==> src/hw/rtl/ipsd_pkg.sv <==
// ----------------------------------------------------------------------------
// ipsd_pkg
// shared constants, payload types and the sine/cosine tables of the
// inverse park / space vector duty pipeline
// ----------------------------------------------------------------------------
`timescale 1ns / 1ps

package ipsd_pkg;

    localparam int ANGLE_BITS       = 16;
    localparam int SINE_TABLE_DEPTH = 256;

    localparam int DIFF_W  = (ANGLE_BITS > 16) ? ANGLE_BITS : 16;
    localparam int DEPTH_W = $clog2(SINE_TABLE_DEPTH + 1);
    localparam int K_W     = $clog2(SINE_TABLE_DEPTH);
    localparam int KPROD_W = ANGLE_BITS + DEPTH_W;
    localparam int P_W     = 20;
    localparam int SQ_W    = 31;

    typedef logic signed [15:0] q15_t;
    typedef logic [15:0]        u16_t;
    typedef logic [2:0]         sector_t;
    typedef logic signed [P_W-1:0] p_t;
    typedef logic [SQ_W-1:0]    sq_t;
    typedef logic [ANGLE_BITS-1:0] angle_t;
    typedef logic [K_W-1:0]     k_t;

    localparam sector_t SECTOR_1 = 3'd1;
    localparam sector_t SECTOR_2 = 3'd2;
    localparam sector_t SECTOR_3 = 3'd3;
    localparam sector_t SECTOR_4 = 3'd4;
    localparam sector_t SECTOR_5 = 3'd5;
    localparam sector_t SECTOR_6 = 3'd6;

    typedef struct packed {
        q15_t q_reference;
        u16_t target_angle;
        u16_t rotor_angle;
    } cmd_t;

    typedef struct packed {
        q15_t q;
        q15_t sin;
        q15_t cos;
    } trig_t;

    typedef struct packed {
        q15_t alpha;
        q15_t beta;
        p_t   bs;
        p_t   b2;
        sq_t  alpha_sq;
        sq_t  beta_sq;
    } park_t;

    typedef struct packed {
        u16_t    duty_a;
        u16_t    duty_b;
        u16_t    duty_c;
        sector_t sector;
        q15_t    v_alpha;
        q15_t    v_beta;
    } res_t;

    typedef logic signed [15:0] sine_rom_t [SINE_TABLE_DEPTH];

    function automatic longint quarter_poly(input longint z);
        longint z2;
        longint t;
        z2 = (z * z) >>> 16;
        t  = (5223 * z2) >>> 16;
        t  = ((42334 - t) * z2) >>> 16;
        t  = ((102944 - t) * z) >>> 17;
        if (t < 0)
            t = 0;
        if (t > 32767)
            t = 32767;
        return t;
    endfunction

    function automatic sine_rom_t build_rom(input int quad_shift);
        sine_rom_t rom;
        longint p;
        longint quad;
        longint r;
        longint z;
        longint v;
        for (int k = 0; k < SINE_TABLE_DEPTH; k++)
        begin
            p    = 4 * longint'(k);
            quad = (p / SINE_TABLE_DEPTH + longint'(quad_shift)) & 3;
            r    = p % SINE_TABLE_DEPTH;
            z    = (r << 16) / SINE_TABLE_DEPTH;
            if ((quad & 1) != 0)
                z = 65536 - z;
            v = quarter_poly(z);
            if ((quad & 2) != 0)
                v = -v;
            rom[k] = 16'(v);
        end
        return rom;
    endfunction

    localparam sine_rom_t SINE_ROM = build_rom(0);
    localparam sine_rom_t COS_ROM  = build_rom(1);

endpackage

==> src/hw/rtl/ipsd_cmd_if.sv <==
// ----------------------------------------------------------------------------
// ipsd_cmd_if
// command channel: q reference and the two electrical angles
// ----------------------------------------------------------------------------
`timescale 1ns / 1ps

interface ipsd_cmd_if import ipsd_pkg::*; ();

    logic valid;
    logic ready;
    q15_t q_reference;
    u16_t target_angle;
    u16_t rotor_angle;

    modport source (output valid, output q_reference, output target_angle,
                    output rotor_angle, input ready);
    modport sink (input valid, input q_reference, input target_angle,
                  input rotor_angle, output ready);

endinterface

==> src/hw/rtl/ipsd_res_if.sv <==
// ----------------------------------------------------------------------------
// ipsd_res_if
// result channel: three phase duties, sector and alpha/beta voltages
// ----------------------------------------------------------------------------
`timescale 1ns / 1ps

interface ipsd_res_if import ipsd_pkg::*; ();

    logic    valid;
    logic    ready;
    u16_t    duty_a;
    u16_t    duty_b;
    u16_t    duty_c;
    sector_t sector;
    q15_t    v_alpha;
    q15_t    v_beta;

    modport source (output valid, output duty_a, output duty_b, output duty_c,
                    output sector, output v_alpha, output v_beta, input ready);
    modport sink (input valid, input duty_a, input duty_b, input duty_c,
                  input sector, input v_alpha, input v_beta, output ready);

endinterface

==> src/hw/rtl/ipsd_angle_lookup.sv <==
// ----------------------------------------------------------------------------
// ipsd_angle_lookup
// three stages: wrapped angle difference, table index, sine/cosine lookup
// ----------------------------------------------------------------------------
`timescale 1ns / 1ps

module ipsd_angle_lookup import ipsd_pkg::*; (
    input  logic  clk,
    input  logic  rst_n,
    input  logic  cmd_valid,
    output logic  cmd_ready,
    input  cmd_t  cmd,
    output logic  trig_valid,
    input  logic  trig_ready,
    output trig_t trig
);

    logic v1_reg, v2_reg, v3_reg;
    logic adv1, adv2, adv3;

    angle_t theta_reg, theta_next;
    q15_t   q1_reg;
    k_t     k_reg, k_next;
    q15_t   q2_reg;
    trig_t  trig_reg, trig_next;

    logic [DIFF_W-1:0]  diff;
    logic [KPROD_W-1:0] kprod;

    assign adv3      = !v3_reg || trig_ready;
    assign adv2      = !v2_reg || adv3;
    assign adv1      = !v1_reg || adv2;
    assign cmd_ready = adv1;

    always_comb
    begin
        diff       = DIFF_W'(cmd.target_angle) - DIFF_W'(cmd.rotor_angle);
        theta_next = diff[ANGLE_BITS-1:0];
        kprod      = KPROD_W'(theta_reg) * KPROD_W'(SINE_TABLE_DEPTH);
        k_next     = kprod[ANGLE_BITS +: K_W];
        trig_next.q   = q2_reg;
        trig_next.sin = SINE_ROM[k_reg];
        trig_next.cos = COS_ROM[k_reg];
    end

    always_ff @(posedge clk or negedge rst_n)
    begin
        if (!rst_n)
        begin
            v1_reg <= 1'b0;
            v2_reg <= 1'b0;
            v3_reg <= 1'b0;
        end
        else
        begin
            if (adv1)
                v1_reg <= cmd_valid;
            if (adv2)
                v2_reg <= v1_reg;
            if (adv3)
                v3_reg <= v2_reg;
        end
    end

    always_ff @(posedge clk)
    begin
        if (adv1 && cmd_valid)
        begin
            theta_reg <= theta_next;
            q1_reg    <= cmd.q_reference;
        end
        if (adv2 && v1_reg)
        begin
            k_reg  <= k_next;
            q2_reg <= q1_reg;
        end
        if (adv3 && v2_reg)
            trig_reg <= trig_next;
    end

    assign trig_valid = v3_reg;
    assign trig       = trig_reg;

endmodule

==> src/hw/rtl/ipsd_park.sv <==
// ----------------------------------------------------------------------------
// ipsd_park
// two stages: inverse park with d = 0, then beta scaling and squares
// ----------------------------------------------------------------------------
`timescale 1ns / 1ps

module ipsd_park import ipsd_pkg::*; (
    input  logic  clk,
    input  logic  rst_n,
    input  logic  trig_valid,
    output logic  trig_ready,
    input  trig_t trig,
    output logic  park_valid,
    input  logic  park_ready,
    output park_t park
);

    localparam logic signed [32:0] RND15 = 33'sd16384;
    localparam logic signed [34:0] RND16 = 35'sd32768;
    localparam logic signed [34:0] INV_SQRT3_Q16     = 35'sd37837;
    localparam logic signed [34:0] TWO_INV_SQRT3_Q16 = 35'sd75674;

    logic v1_reg, v2_reg;
    logic adv1, adv2;

    q15_t  alpha_reg, alpha_next;
    q15_t  beta_reg, beta_next;
    park_t park_reg, park_next;

    logic signed [32:0] prod_a, prod_b, shf_a, shf_b;
    logic signed [34:0] bs_full, b2_full, bs_shf, b2_shf;
    logic signed [31:0] asq_full, bsq_full;

    function automatic q15_t sat_q15(input logic signed [32:0] v);
        if (v > 33'sd32767)
            return 16'sh7fff;
        if (v < -33'sd32768)
            return 16'sh8000;
        return v[15:0];
    endfunction

    assign adv2       = !v2_reg || park_ready;
    assign adv1       = !v1_reg || adv2;
    assign trig_ready = adv1;

    always_comb
    begin
        prod_a     = -(33'(trig.q) * 33'(trig.sin));
        prod_b     = 33'(trig.q) * 33'(trig.cos);
        shf_a      = (prod_a + RND15) >>> 15;
        shf_b      = (prod_b + RND15) >>> 15;
        alpha_next = sat_q15(shf_a);
        beta_next  = sat_q15(shf_b);

        bs_full  = 35'(beta_reg) * INV_SQRT3_Q16;
        b2_full  = 35'(beta_reg) * TWO_INV_SQRT3_Q16;
        bs_shf   = (bs_full + RND16) >>> 16;
        b2_shf   = (b2_full + RND16) >>> 16;
        asq_full = 32'(alpha_reg) * 32'(alpha_reg);
        bsq_full = 32'(beta_reg) * 32'(beta_reg);

        park_next.alpha    = alpha_reg;
        park_next.beta     = beta_reg;
        park_next.bs       = bs_shf[P_W-1:0];
        park_next.b2       = b2_shf[P_W-1:0];
        park_next.alpha_sq = asq_full[SQ_W-1:0];
        park_next.beta_sq  = bsq_full[SQ_W-1:0];
    end

    always_ff @(posedge clk or negedge rst_n)
    begin
        if (!rst_n)
        begin
            v1_reg <= 1'b0;
            v2_reg <= 1'b0;
        end
        else
        begin
            if (adv1)
                v1_reg <= trig_valid;
            if (adv2)
                v2_reg <= v1_reg;
        end
    end

    always_ff @(posedge clk)
    begin
        if (adv1 && trig_valid)
        begin
            alpha_reg <= alpha_next;
            beta_reg  <= beta_next;
        end
        if (adv2 && v1_reg)
            park_reg <= park_next;
    end

    assign park_valid = v2_reg;
    assign park       = park_reg;

endmodule

==> src/hw/rtl/ipsd_svm.sv <==
// ----------------------------------------------------------------------------
// ipsd_svm
// two stages: sector decision with p1/p2 selection, then saturated duties
// and the phase mapping of the sector
// ----------------------------------------------------------------------------
`timescale 1ns / 1ps

module ipsd_svm import ipsd_pkg::*; (
    input  logic  clk,
    input  logic  rst_n,
    input  logic  park_valid,
    output logic  park_ready,
    input  park_t park,
    output logic  res_valid,
    input  logic  res_ready,
    output res_t  res
);

    localparam int SUM_W = P_W + 2;
    localparam logic signed [SUM_W-1:0] HALF = SUM_W'(32768);

    logic v1_reg, v2_reg;
    logic adv1, adv2;

    sector_t sector_reg, sector_next;
    p_t      p1_reg, p1_next;
    p_t      p2_reg, p2_next;
    q15_t    alpha_reg, beta_reg;
    res_t    res_reg, res_next;

    p_t                 alpha_p, bs, b2;
    logic [32:0]        a3;
    logic               steep, upper, alpha_pos;
    logic signed [SUM_W-1:0] sum3, sum2, sum1;
    u16_t               c3, c2, c1;

    function automatic u16_t sat_duty(input logic signed [SUM_W-1:0] v);
        if (v < 0)
            return 16'h0000;
        if (v > SUM_W'(65535))
            return 16'hffff;
        return v[15:0];
    endfunction

    assign adv2       = !v2_reg || res_ready;
    assign adv1       = !v1_reg || adv2;
    assign park_ready = adv1;

    always_comb
    begin
        alpha_p   = P_W'(park.alpha);
        bs        = park.bs;
        b2        = park.b2;
        a3        = 33'(park.alpha_sq) + 33'({park.alpha_sq, 1'b0});
        steep     = 33'(park.beta_sq) > a3;
        upper     = park.beta > 16'sd0;
        alpha_pos = park.alpha > 16'sd0;

        if (upper)
        begin
            if (steep)
            begin
                sector_next = SECTOR_2;
                p1_next     = bs + alpha_p;
                p2_next     = bs - alpha_p;
            end
            else if (alpha_pos)
            begin
                sector_next = SECTOR_1;
                p1_next     = b2;
                p2_next     = alpha_p - bs;
            end
            else
            begin
                sector_next = SECTOR_3;
                p1_next     = -bs - alpha_p;
                p2_next     = b2;
            end
        end
        else
        begin
            if (steep)
            begin
                sector_next = SECTOR_5;
                p1_next     = alpha_p - bs;
                p2_next     = -bs - alpha_p;
            end
            else if (alpha_pos)
            begin
                sector_next = SECTOR_6;
                p1_next     = -b2;
                p2_next     = alpha_p + bs;
            end
            else
            begin
                sector_next = SECTOR_4;
                p1_next     = bs - alpha_p;
                p2_next     = -b2;
            end
        end

        sum3 = HALF - SUM_W'(p1_reg) - SUM_W'(p2_reg);
        sum2 = HALF + SUM_W'(p1_reg) - SUM_W'(p2_reg);
        sum1 = HALF + SUM_W'(p1_reg) + SUM_W'(p2_reg);
        c3   = sat_duty(sum3);
        c2   = sat_duty(sum2);
        c1   = sat_duty(sum1);

        res_next.sector  = sector_reg;
        res_next.v_alpha = alpha_reg;
        res_next.v_beta  = beta_reg;
        case (sector_reg)
            SECTOR_1:
            begin
                res_next.duty_a = c1;
                res_next.duty_b = c2;
                res_next.duty_c = c3;
            end
            SECTOR_2:
            begin
                res_next.duty_a = c2;
                res_next.duty_b = c1;
                res_next.duty_c = c3;
            end
            SECTOR_3:
            begin
                res_next.duty_a = c3;
                res_next.duty_b = c1;
                res_next.duty_c = c2;
            end
            SECTOR_5:
            begin
                res_next.duty_a = c2;
                res_next.duty_b = c3;
                res_next.duty_c = c1;
            end
            SECTOR_6:
            begin
                res_next.duty_a = c1;
                res_next.duty_b = c3;
                res_next.duty_c = c2;
            end
            default:
            begin
                res_next.duty_a = c3;
                res_next.duty_b = c2;
                res_next.duty_c = c1;
            end
        endcase
    end

    always_ff @(posedge clk or negedge rst_n)
    begin
        if (!rst_n)
        begin
            v1_reg <= 1'b0;
            v2_reg <= 1'b0;
        end
        else
        begin
            if (adv1)
                v1_reg <= park_valid;
            if (adv2)
                v2_reg <= v1_reg;
        end
    end

    always_ff @(posedge clk)
    begin
        if (adv1 && park_valid)
        begin
            sector_reg <= sector_next;
            p1_reg     <= p1_next;
            p2_reg     <= p2_next;
            alpha_reg  <= park.alpha;
            beta_reg   <= park.beta;
        end
        if (adv2 && v1_reg)
            res_reg <= res_next;
    end

    assign res_valid = v2_reg;
    assign res       = res_reg;

    // upper half sectors exactly when beta is positive
    assert property (@(posedge clk) disable iff (!rst_n)
        res_valid |-> ((res.sector == SECTOR_1 || res.sector == SECTOR_2 ||
                        res.sector == SECTOR_3) == (res.v_beta > 16'sd0)))
        else $error("sector half does not match sign of beta");

    // side sectors on the right need positive alpha
    assert property (@(posedge clk) disable iff (!rst_n)
        res_valid && (res.sector == SECTOR_1 || res.sector == SECTOR_6)
        |-> res.v_alpha > 16'sd0)
        else $error("right side sector with non-positive alpha");

    // zero vector gives sector 4 and half duty on all phases
    assert property (@(posedge clk) disable iff (!rst_n)
        res_valid && res.v_alpha == 16'sd0 && res.v_beta == 16'sd0
        |-> res.sector == SECTOR_4 && res.duty_a == 16'h8000 &&
            res.duty_b == 16'h8000 && res.duty_c == 16'h8000)
        else $error("zero vector gives wrong sector or duty");

    // a word leaving the first stage always lands in the output stage
    assert property (@(posedge clk) disable iff (!rst_n)
        v1_reg && adv2 |=> res_valid)
        else $error("word lost between svm stages");

endmodule

==> src/hw/rtl/inverse_park_svpwm_duty.sv <==
// ----------------------------------------------------------------------------
// inverse_park_svpwm_duty
// register stages from command accept to result valid (angle diff, table
// index, sin/cos rom, park, scaling, sector, duty). throughput: one word
// per cycle while results are taken; every stage advances when its successor
// has room, so bubbles close up while a result waits on the output
// reset: clears the stage valid bits only, no clearing pass
// ----------------------------------------------------------------------------
`timescale 1ns / 1ps

module inverse_park_svpwm_duty import ipsd_pkg::*; (
    input logic     clk,
    input logic     rst_n,
    ipsd_cmd_if.sink   request,
    ipsd_res_if.source result
);

    cmd_t  cmd;
    trig_t trig;
    park_t park;
    res_t  res;
    logic  trig_valid, trig_ready;
    logic  park_valid, park_ready;
    logic  res_valid;

    assign cmd.q_reference  = request.q_reference;
    assign cmd.target_angle = request.target_angle;
    assign cmd.rotor_angle  = request.rotor_angle;

    ipsd_angle_lookup u_angle (
        .clk        (clk),
        .rst_n      (rst_n),
        .cmd_valid  (request.valid),
        .cmd_ready  (request.ready),
        .cmd        (cmd),
        .trig_valid (trig_valid),
        .trig_ready (trig_ready),
        .trig       (trig)
    );

    ipsd_park u_park (
        .clk        (clk),
        .rst_n      (rst_n),
        .trig_valid (trig_valid),
        .trig_ready (trig_ready),
        .trig       (trig),
        .park_valid (park_valid),
        .park_ready (park_ready),
        .park       (park)
    );

    ipsd_svm u_svm (
        .clk        (clk),
        .rst_n      (rst_n),
        .park_valid (park_valid),
        .park_ready (park_ready),
        .park       (park),
        .res_valid  (res_valid),
        .res_ready  (result.ready),
        .res        (res)
    );

    assign result.valid   = res_valid;
    assign result.duty_a  = res.duty_a;
    assign result.duty_b  = res.duty_b;
    assign result.duty_c  = res.duty_c;
    assign result.sector  = res.sector;
    assign result.v_alpha = res.v_alpha;
    assign result.v_beta  = res.v_beta;

endmodule
==> src/flat_wrapper.sv <==
// flat-port wrapper written by rule: the top's interface ports become plain ports
module inverse_park_svpwm_duty_flat import ipsd_pkg::*;
  (clk, rst_n, request_valid, request_q_reference, request_target_angle, request_rotor_angle, request_ready, result_valid, result_duty_a, result_duty_b, result_duty_c, result_sector, result_v_alpha, result_v_beta, result_ready);
  ipsd_cmd_if request_i ();
  ipsd_res_if result_i ();
  input logic clk;
  input logic rst_n;
  input wire logic [$bits(request_i.valid)-1:0] request_valid;
  input wire logic [$bits(request_i.q_reference)-1:0] request_q_reference;
  input wire logic [$bits(request_i.target_angle)-1:0] request_target_angle;
  input wire logic [$bits(request_i.rotor_angle)-1:0] request_rotor_angle;
  output wire logic [$bits(request_i.ready)-1:0] request_ready;
  output wire logic [$bits(result_i.valid)-1:0] result_valid;
  output wire logic [$bits(result_i.duty_a)-1:0] result_duty_a;
  output wire logic [$bits(result_i.duty_b)-1:0] result_duty_b;
  output wire logic [$bits(result_i.duty_c)-1:0] result_duty_c;
  output wire logic [$bits(result_i.sector)-1:0] result_sector;
  output wire logic [$bits(result_i.v_alpha)-1:0] result_v_alpha;
  output wire logic [$bits(result_i.v_beta)-1:0] result_v_beta;
  input wire logic [$bits(result_i.ready)-1:0] result_ready;
  assign request_i.valid = request_valid;
  assign request_i.q_reference = request_q_reference;
  assign request_i.target_angle = request_target_angle;
  assign request_i.rotor_angle = request_rotor_angle;
  assign request_ready = request_i.ready;
  assign result_valid = result_i.valid;
  assign result_duty_a = result_i.duty_a;
  assign result_duty_b = result_i.duty_b;
  assign result_duty_c = result_i.duty_c;
  assign result_sector = result_i.sector;
  assign result_v_alpha = result_i.v_alpha;
  assign result_v_beta = result_i.v_beta;
  assign result_i.ready = result_ready;
  inverse_park_svpwm_duty u_core (.clk(clk), .rst_n(rst_n), .request(request_i), .result(result_i));
endmodule
==> config.mk <==
export PLATFORM = sky130hd
export DESIGN_NAME = inverse_park_svpwm_duty_flat
export DESIGN_NICKNAME = d
export VERILOG_FILES = /design/src/hw/rtl/ipsd_pkg.sv /design/src/hw/rtl/ipsd_cmd_if.sv /design/src/hw/rtl/ipsd_res_if.sv /design/src/hw/rtl/ipsd_angle_lookup.sv /design/src/hw/rtl/ipsd_park.sv /design/src/hw/rtl/ipsd_svm.sv /design/src/hw/rtl/inverse_park_svpwm_duty.sv /design/src/flat_wrapper.sv
export SDC_FILE = /design/constraint.sdc
export NUM_CORES = 2
export LEC_CHECK = 0
export BUFFER_PORTS_ARGS = -buffer_cell sky130_fd_sc_hd__buf_2
export CAP_MARGIN = 5
export CORE_MARGIN = 2
export CORE_UTILIZATION = 45
export DETAILED_ROUTE_END_ITERATION = 7
export GPL_TIMING_DRIVEN = 0
export SYNTH_ARGS = -nofsm -noshare
export SYNTH_HDL_FRONTEND = slang
export SYNTH_SLANG_ARGS = --single-unit
==> constraint.sdc <==
create_clock -name clk -period 9.8 [get_ports clk]
set_clock_uncertainty 0.2 [all_clocks]
set_input_delay 0 -clock clk [delete_from_list [all_inputs] [get_ports clk]]
set_output_delay 0 -clock clk [all_outputs]
set_load 0.05 [all_outputs]
; Word-level counts from Yosys, hierarchy flattened
; Memory sizes are Yosys's and may differ from the RTL's. A register that Yosys moved wholly into a read port is not among the register bits.
; Cells that the tools add are included.
[word_totals]
reg_bits = 400
romBits = 8192
inputBits = 52
out_inout_bits = 85
elab_cells = 148
memories = 2
[classes]
addsub = 18
n_mul = 6
magnitude_cmp = 13
n_eq_ne = 5
muxes = 51
n_bitwise = 1
n_reduce_logical = 21
[mem_list]
columns = memory, depth, width, rd, rd_ports_with_merged_regs, write_ports, line_no
row1 = (no name shown), 256, 16, 1, 1, 0, ipsd_angle_lookup.sv:43  ; trig_next.cos = COS_ROM[k_reg];
row2 = (no name shown), 256, 16, 1, 1, 0, ipsd_angle_lookup.sv:42  ; trig_next.sin = SINE_ROM[k_reg];
[op_table]
columns = operator, count
row1 = 16-bit two-way mux, 20
row2 = 48-bit one-hot mux with 5 select lines, 1
row3 = 20-bit two-way mux, 10
row4 = "22-bit by 17-bit greater-than comparator with 1-bit output, second input constant", 3
row5 = "22-bit by 1-bit < comparator with 1-bit output, second input constant", 3
row6 = "16-bit by 17-bit multiplier with 33-bit output, second input constant", 2
row7 = 16-bit by 16-bit multiplier with 32-bit output, 2
row8 = 16-bit by 16-bit multiplier with 31-bit output, 2
row9 = 21-bit by 20-bit subtractor with 22-bit output, 2
row10 = "18-bit by 16-bit greater-than comparator with 1-bit output, second input constant", 2
row11 = "18-bit by 16-bit < comparator with 1-bit output, second input constant", 2
row12 = "34-bit by 17-bit adder with 35-bit output, second input constant", 1
row13 = "33-bit by 17-bit adder with 34-bit output, second input constant", 1
row14 = 31-bit by 32-bit adder with 33-bit output, 1
row15 = "32-bit by 16-bit adder with 33-bit output, second input constant", 1
row16 = "33-bit by 16-bit adder with 33-bit output, second input constant", 1
row17 = 31-bit by 33-bit greater-than comparator with 1-bit output, 1
row18 = 32-bit negator with 33-bit output, 1
row19 = "16-bit by 1-bit greater-than comparator with 1-bit output, second input constant", 2
row20 = 21-bit by 20-bit adder with 22-bit output, 1
row21 = "17-bit by 20-bit adder with 21-bit output, first input constant", 1
row22 = "17-bit by 20-bit subtractor with 21-bit output, first input constant", 1
row23 = 18-bit negator with 20-bit output, 1
row24 = 19-bit negator with 20-bit output, 1
row25 = other kinds (15), 52

; Depth between registers and ports, before layout
[depth]
word_depth = 9
depth_mapped = 28

; Cells and area by module
; Synthesis repeated with hierarchy kept, for this count alone.
[unflattened]
hier_cells = 8087
hier_area_um2 = 75481.1
[modules_own_cells]
columns = module, instances, cells_each, area_each_um2, seq_area_each_um2
row1 = ipsd_park, 1, 4909, 47952.2, 4824.6
row2 = ipsd_svm, 1, 2172, 18720.5, 4794.6
row3 = ipsd_angle_lookup, 1, 1006, 8808.4, 2957.8

; Worst setup path after synthesis
; No wires, ideal clock.
[synth_path]
kind = flip-flop to flip-flop
start = register u_core.u_svm.v1_reg
end = register u_core.u_park.park_reg (netlist bit u_core.u_park.park[102]) (enable)
setup_time_ps = 689
t_arrival_ps = 7282
slack_ps = 1629
stages_incl_launch_ff = 2
path_cell_list = dfrtp_1 a31oi_1
[synth_via]
elab_chain_cells = 4
[synth_lines]
columns = element, line_no
row1 = "start, declared", ipsd_svm.sv:22  ; logic v1_reg, v2_reg;
row2 = "start signal, assigned", ipsd_svm.sv:162  ; v1_reg <= park_valid;
row3 = 1-bit zero test, ipsd_svm.sv:46  ; assign adv1 = !v1_reg || adv2;
row4 = 1-bit logical OR, ipsd_svm.sv:46
row5 = 1-bit logical OR, ipsd_park.sv:42  ; assign adv2 = !v2_reg || park_ready;
row6 = 1-bit logical AND, ipsd_park.sv:93  ; if (adv2 && v1_reg)
row7 = "end signal, assigned", ipsd_park.sv:94  ; park_reg <= park_next;
row8 = "end, declared", ipsd_park.sv:28  ; park_t park_reg, park_next;
; No other way between the ends.
; A chain may end at the register's enable or synchronous reset.

; Final worst setup path
[layout_path]
start = register u_core.u_angle.trig_reg (netlist bit u_core.u_angle.trig[41])
end = register u_core.u_park.beta_reg[4], data pin
[layout_via]
elab_chain_cells = 7
elab_cells_between_ends = 10
cone_classes = 1 x add/sub / 1 x mul / 2 x order compare / 6 x mux
[layout_lines]
columns = element, line_no
row1 = "start, declared", ipsd_angle_lookup.sv:25  ; trig_t trig_reg, trig_next;
row2 = "start signal, assigned", ipsd_angle_lookup.sv:78  ; trig_reg <= trig_next;
row3 = 16-bit by 16-bit multiplier with 32-bit output *, ipsd_park.sv:49  ; prod_b = 33'(trig.q) * 33'(trig.cos);
row4 = 32-bit by 16-bit adder with 33-bit output *, ipsd_park.sv:51  ; shf_b = (prod_b + RND15) >>> 15;
row5 = 18-bit by 16-bit < comparator with 1-bit output, ipsd_park.sv:37  ; if (v < -33'sd32768)
row6 = 1-bit two-way mux (2 in series), ipsd_park.sv:37
row7 = 16-bit two-way mux, ipsd_park.sv:39  ; return v[15:0];
row8 = 16-bit two-way mux *, ipsd_park.sv:37
row9 = "end signal, assigned", ipsd_park.sv:91  ; beta_reg <= beta_next;
row10 = "end, declared", ipsd_park.sv:27  ; q15_t beta_reg, beta_next;
; Mark *: on every way between the ends. The rest lies on a longest branch, timed or not. The select of a mux whose other input is x is not followed.

==> run metrics <==
library cells used by synthesis 94; Tmin final 9.516 ns; via count 57.98k; HP Class in2reg; GR Util met1 40.63%; worst-case clock buffer depth 3; met2 usage 50.15%; top_reg_cell synth edfxtp_1; DRC viols 0; slowest CP cell a2111oi_1; most used routing layer met2; CTS Root Cell clkbuf_16; max frequency 105.1 MHz; most common cell after layout, fill and taps aside inv_1; Placed Cells 10.12k; max cap viols 0; initial antenna violation count 5; CP endpoint kind register; CP Launch Type register; Antenna Violating Nets Remaining 0; Detailed Routing Iterations Pass 1 7; initial detailed-routing violation count 4,377; status complete, no violations; top post-synthesis cells by area fa_1 (30%), edfxtp_1 (17%), ha_1 (13%); worst slew pin tran 1.388 ns; non-filler cells, final 10.28k; most used cell, CP fa_1; period utilization 97.10%; Synth Instances 7,813; unrepaired setup endpoints after global routing yes; most frequent cells in the layout inv_1 (1,562), fa_1 (1,098), ha_1 (773); crit-path cells clkbuf_1 -> nand2_1 -> fa_1 -> fa_1 -> fa_1 -> inv_1 -> fa_1 -> fa_1 -> inv_1 -> fa_1 -> inv_1 -> ha_1 -> a2111oi_1 -> a311oi_2 -> o41ai_2 -> a21boi_1 -> a221o_1 -> a221o_1 -> a211o_1 -> a31oi_2 -> clkbuf_1 -> o21ai_0; Seq/Total Area, Yosys 17.20%; Fin. Hold Viols 0; Die Ht 407.1 um; asr flop ratio synth 1.667%; I/O pins 137; Largest stage delay, worst path 0.75 ns; Post-Syn Nets 9,736; largest net degree at the start of global routing 68; vias in the first global route 60.34k; Starting Density 45.43%; total clock sinks 420; first-pass GRT wire length 378.0 mm; TritonCTS clock tree yes; CTS buffer count 51; die width 407.1 um; Remaining Overflow, GRT 0; Core Region 0.1609 mm^2; leading area contributor after synthesis fa_1; dpl ws -0.2588 ns; warning count from the yosys run 0; Worst EP arrival 9.64 ns; post-synth top area share 30.06%; hold_ws 0.1174 ns; final setup violation count 0; wire per inst 24.32 um; Fillers 15.23k; row cnt 147; final setup margin 0.2838 ns; Syn Area/Cell 9.358 um^2; Max Slew Vio Count 0; Critical Path RT 9.92 ns; Yosys reg bits 420; CP Class reg2reg; htree depth 2; P&R area growth vs syn 8.358%; die area 0.1657 mm^2; clk_lat worst skew 0.71 ns; global placement routability congestion 1.019; Netlist Area Pre-Place 0.07312 mm^2; share of cells above drive strength 1 4.447%; Vias/cell 5.639; max reg flops 127; Post-synth EDFFs 413; CP Max Fanout 10; Util after Layout 49.23%; IO buf count 136; total track usage 30.68%; met3 Usage GRT 4.482%; relative slew slack 6.458%; Worst-path clk slew 0.06 ns; Net count, final 9,999; final HPWL from detailed placement 204.6 mm; final wirelength 250.0 mm
metrics by stage:
| step | setup TNS (ns) | cell area [um^2] |
|---|---|---|
| after global routing | -0.01516 | 79220 |
| after detailed placement | -1.009 | 76810 |
| after global placement | -279.56 | 76500 |
| after floorplan | 0 | 73120 |
| after CTS | 0 | 79200 |
| final | 0 | 79230 |
worst max-delay path: cells and delay by family (launching register included):
kind                     cells  cell delay [ns]
buffers and inverters        5             1.25
adder cells (fa/ha/maj)      7             3.39
AND/OR/NAND/NOR              1             0.19
AO/OA/AOI/OAI                9             3.61
flip-flops                   1             0.55
cells in the mapped netlist, types with 108 or more instances:
cell and instances:
nor2_1 435, ha_1 773, a21oi_1 322, and2_1 316, nand2_1 694, xnor2_1 212
fa_1 1098, xor2_1 108, inv_1 1562, edfxtp_1 413, o21ai_0 269, clkbuf_1 265
final cells by class:
class,count,area [um^2],share of cell area [%]
Antenna cell,3,7.507,0.009476
Buffer,305,1180,1.489
Clock buffer,59,1306,1.649
Clock inverter,36,467.9,0.5906
Inverter,1575,5916,7.467
Multi-Input combinational cell,5513,53510,67.54
Sequential cell,420,12580,15.87
Tap cell,2160,2703,3.411
Timing Repair Buffer,210,1562,1.971
metal layers:
layer | up-vias | wire (um)
li1 | 25930 | -
met1 | 29270 | 104300
met2 | 2232 | 116700
met3 | 550 | 16610
met4 | 0 | 12390
met5 | - | 0
kinds of logic (layout without fill, tap and decap cells):
| family | after synthesis | after routing | synth area share (%) |
|---|---|---|---|
| simple gates | 1937 | 1937 | 12.48 |
| buf+inv | 1880 | 2185 | 9.682 |
| fa+ha+maj | 1871 | 1871 | 43.29 |
| compound gates | 1298 | 1298 | 11.78 |
| flops | 420 | 420 | 17.20 |
| xor+xnor | 321 | 321 | 3.855 |
| mux | 85 | 85 | 1.704 |
| other cells | 1 | 4 | 0.005129 |
worst paths after layout:
kind | from | end | slack, ns | cells after the start
max | u_core.u_angle.trig[41] | u_core.u_park.beta_reg[4] | 0.28 | 22
min in group asynchronous | rst_n | u_core.u_angle.v1_reg | 0.30 | 3
max reg2reg | u_core.u_angle.trig[41] | u_core.u_park.beta_reg[4] | 0.28 | 22
max in group asynchronous | rst_n | u_core.u_angle.v2_reg | 8.66 | 3
min reg2reg | u_core.u_svm.beta_reg[10] | u_core.u_svm.res[10] | 0.21 | 0
min | result_ready | u_core.u_svm.v1_reg | 0.12 | 5
what timing repair did:
action | CTS | global route
hold endpoints to repair | 44 | 0
hold buffers | 61 | 0
endpoints found under the setup margin | 11 | 12
buffers inserted | 0 | 0
resized for setup | 3 | 21
Power is not shown: default switching activity piles up to over one toggle a cycle in this logic, so the estimate is an artifact.
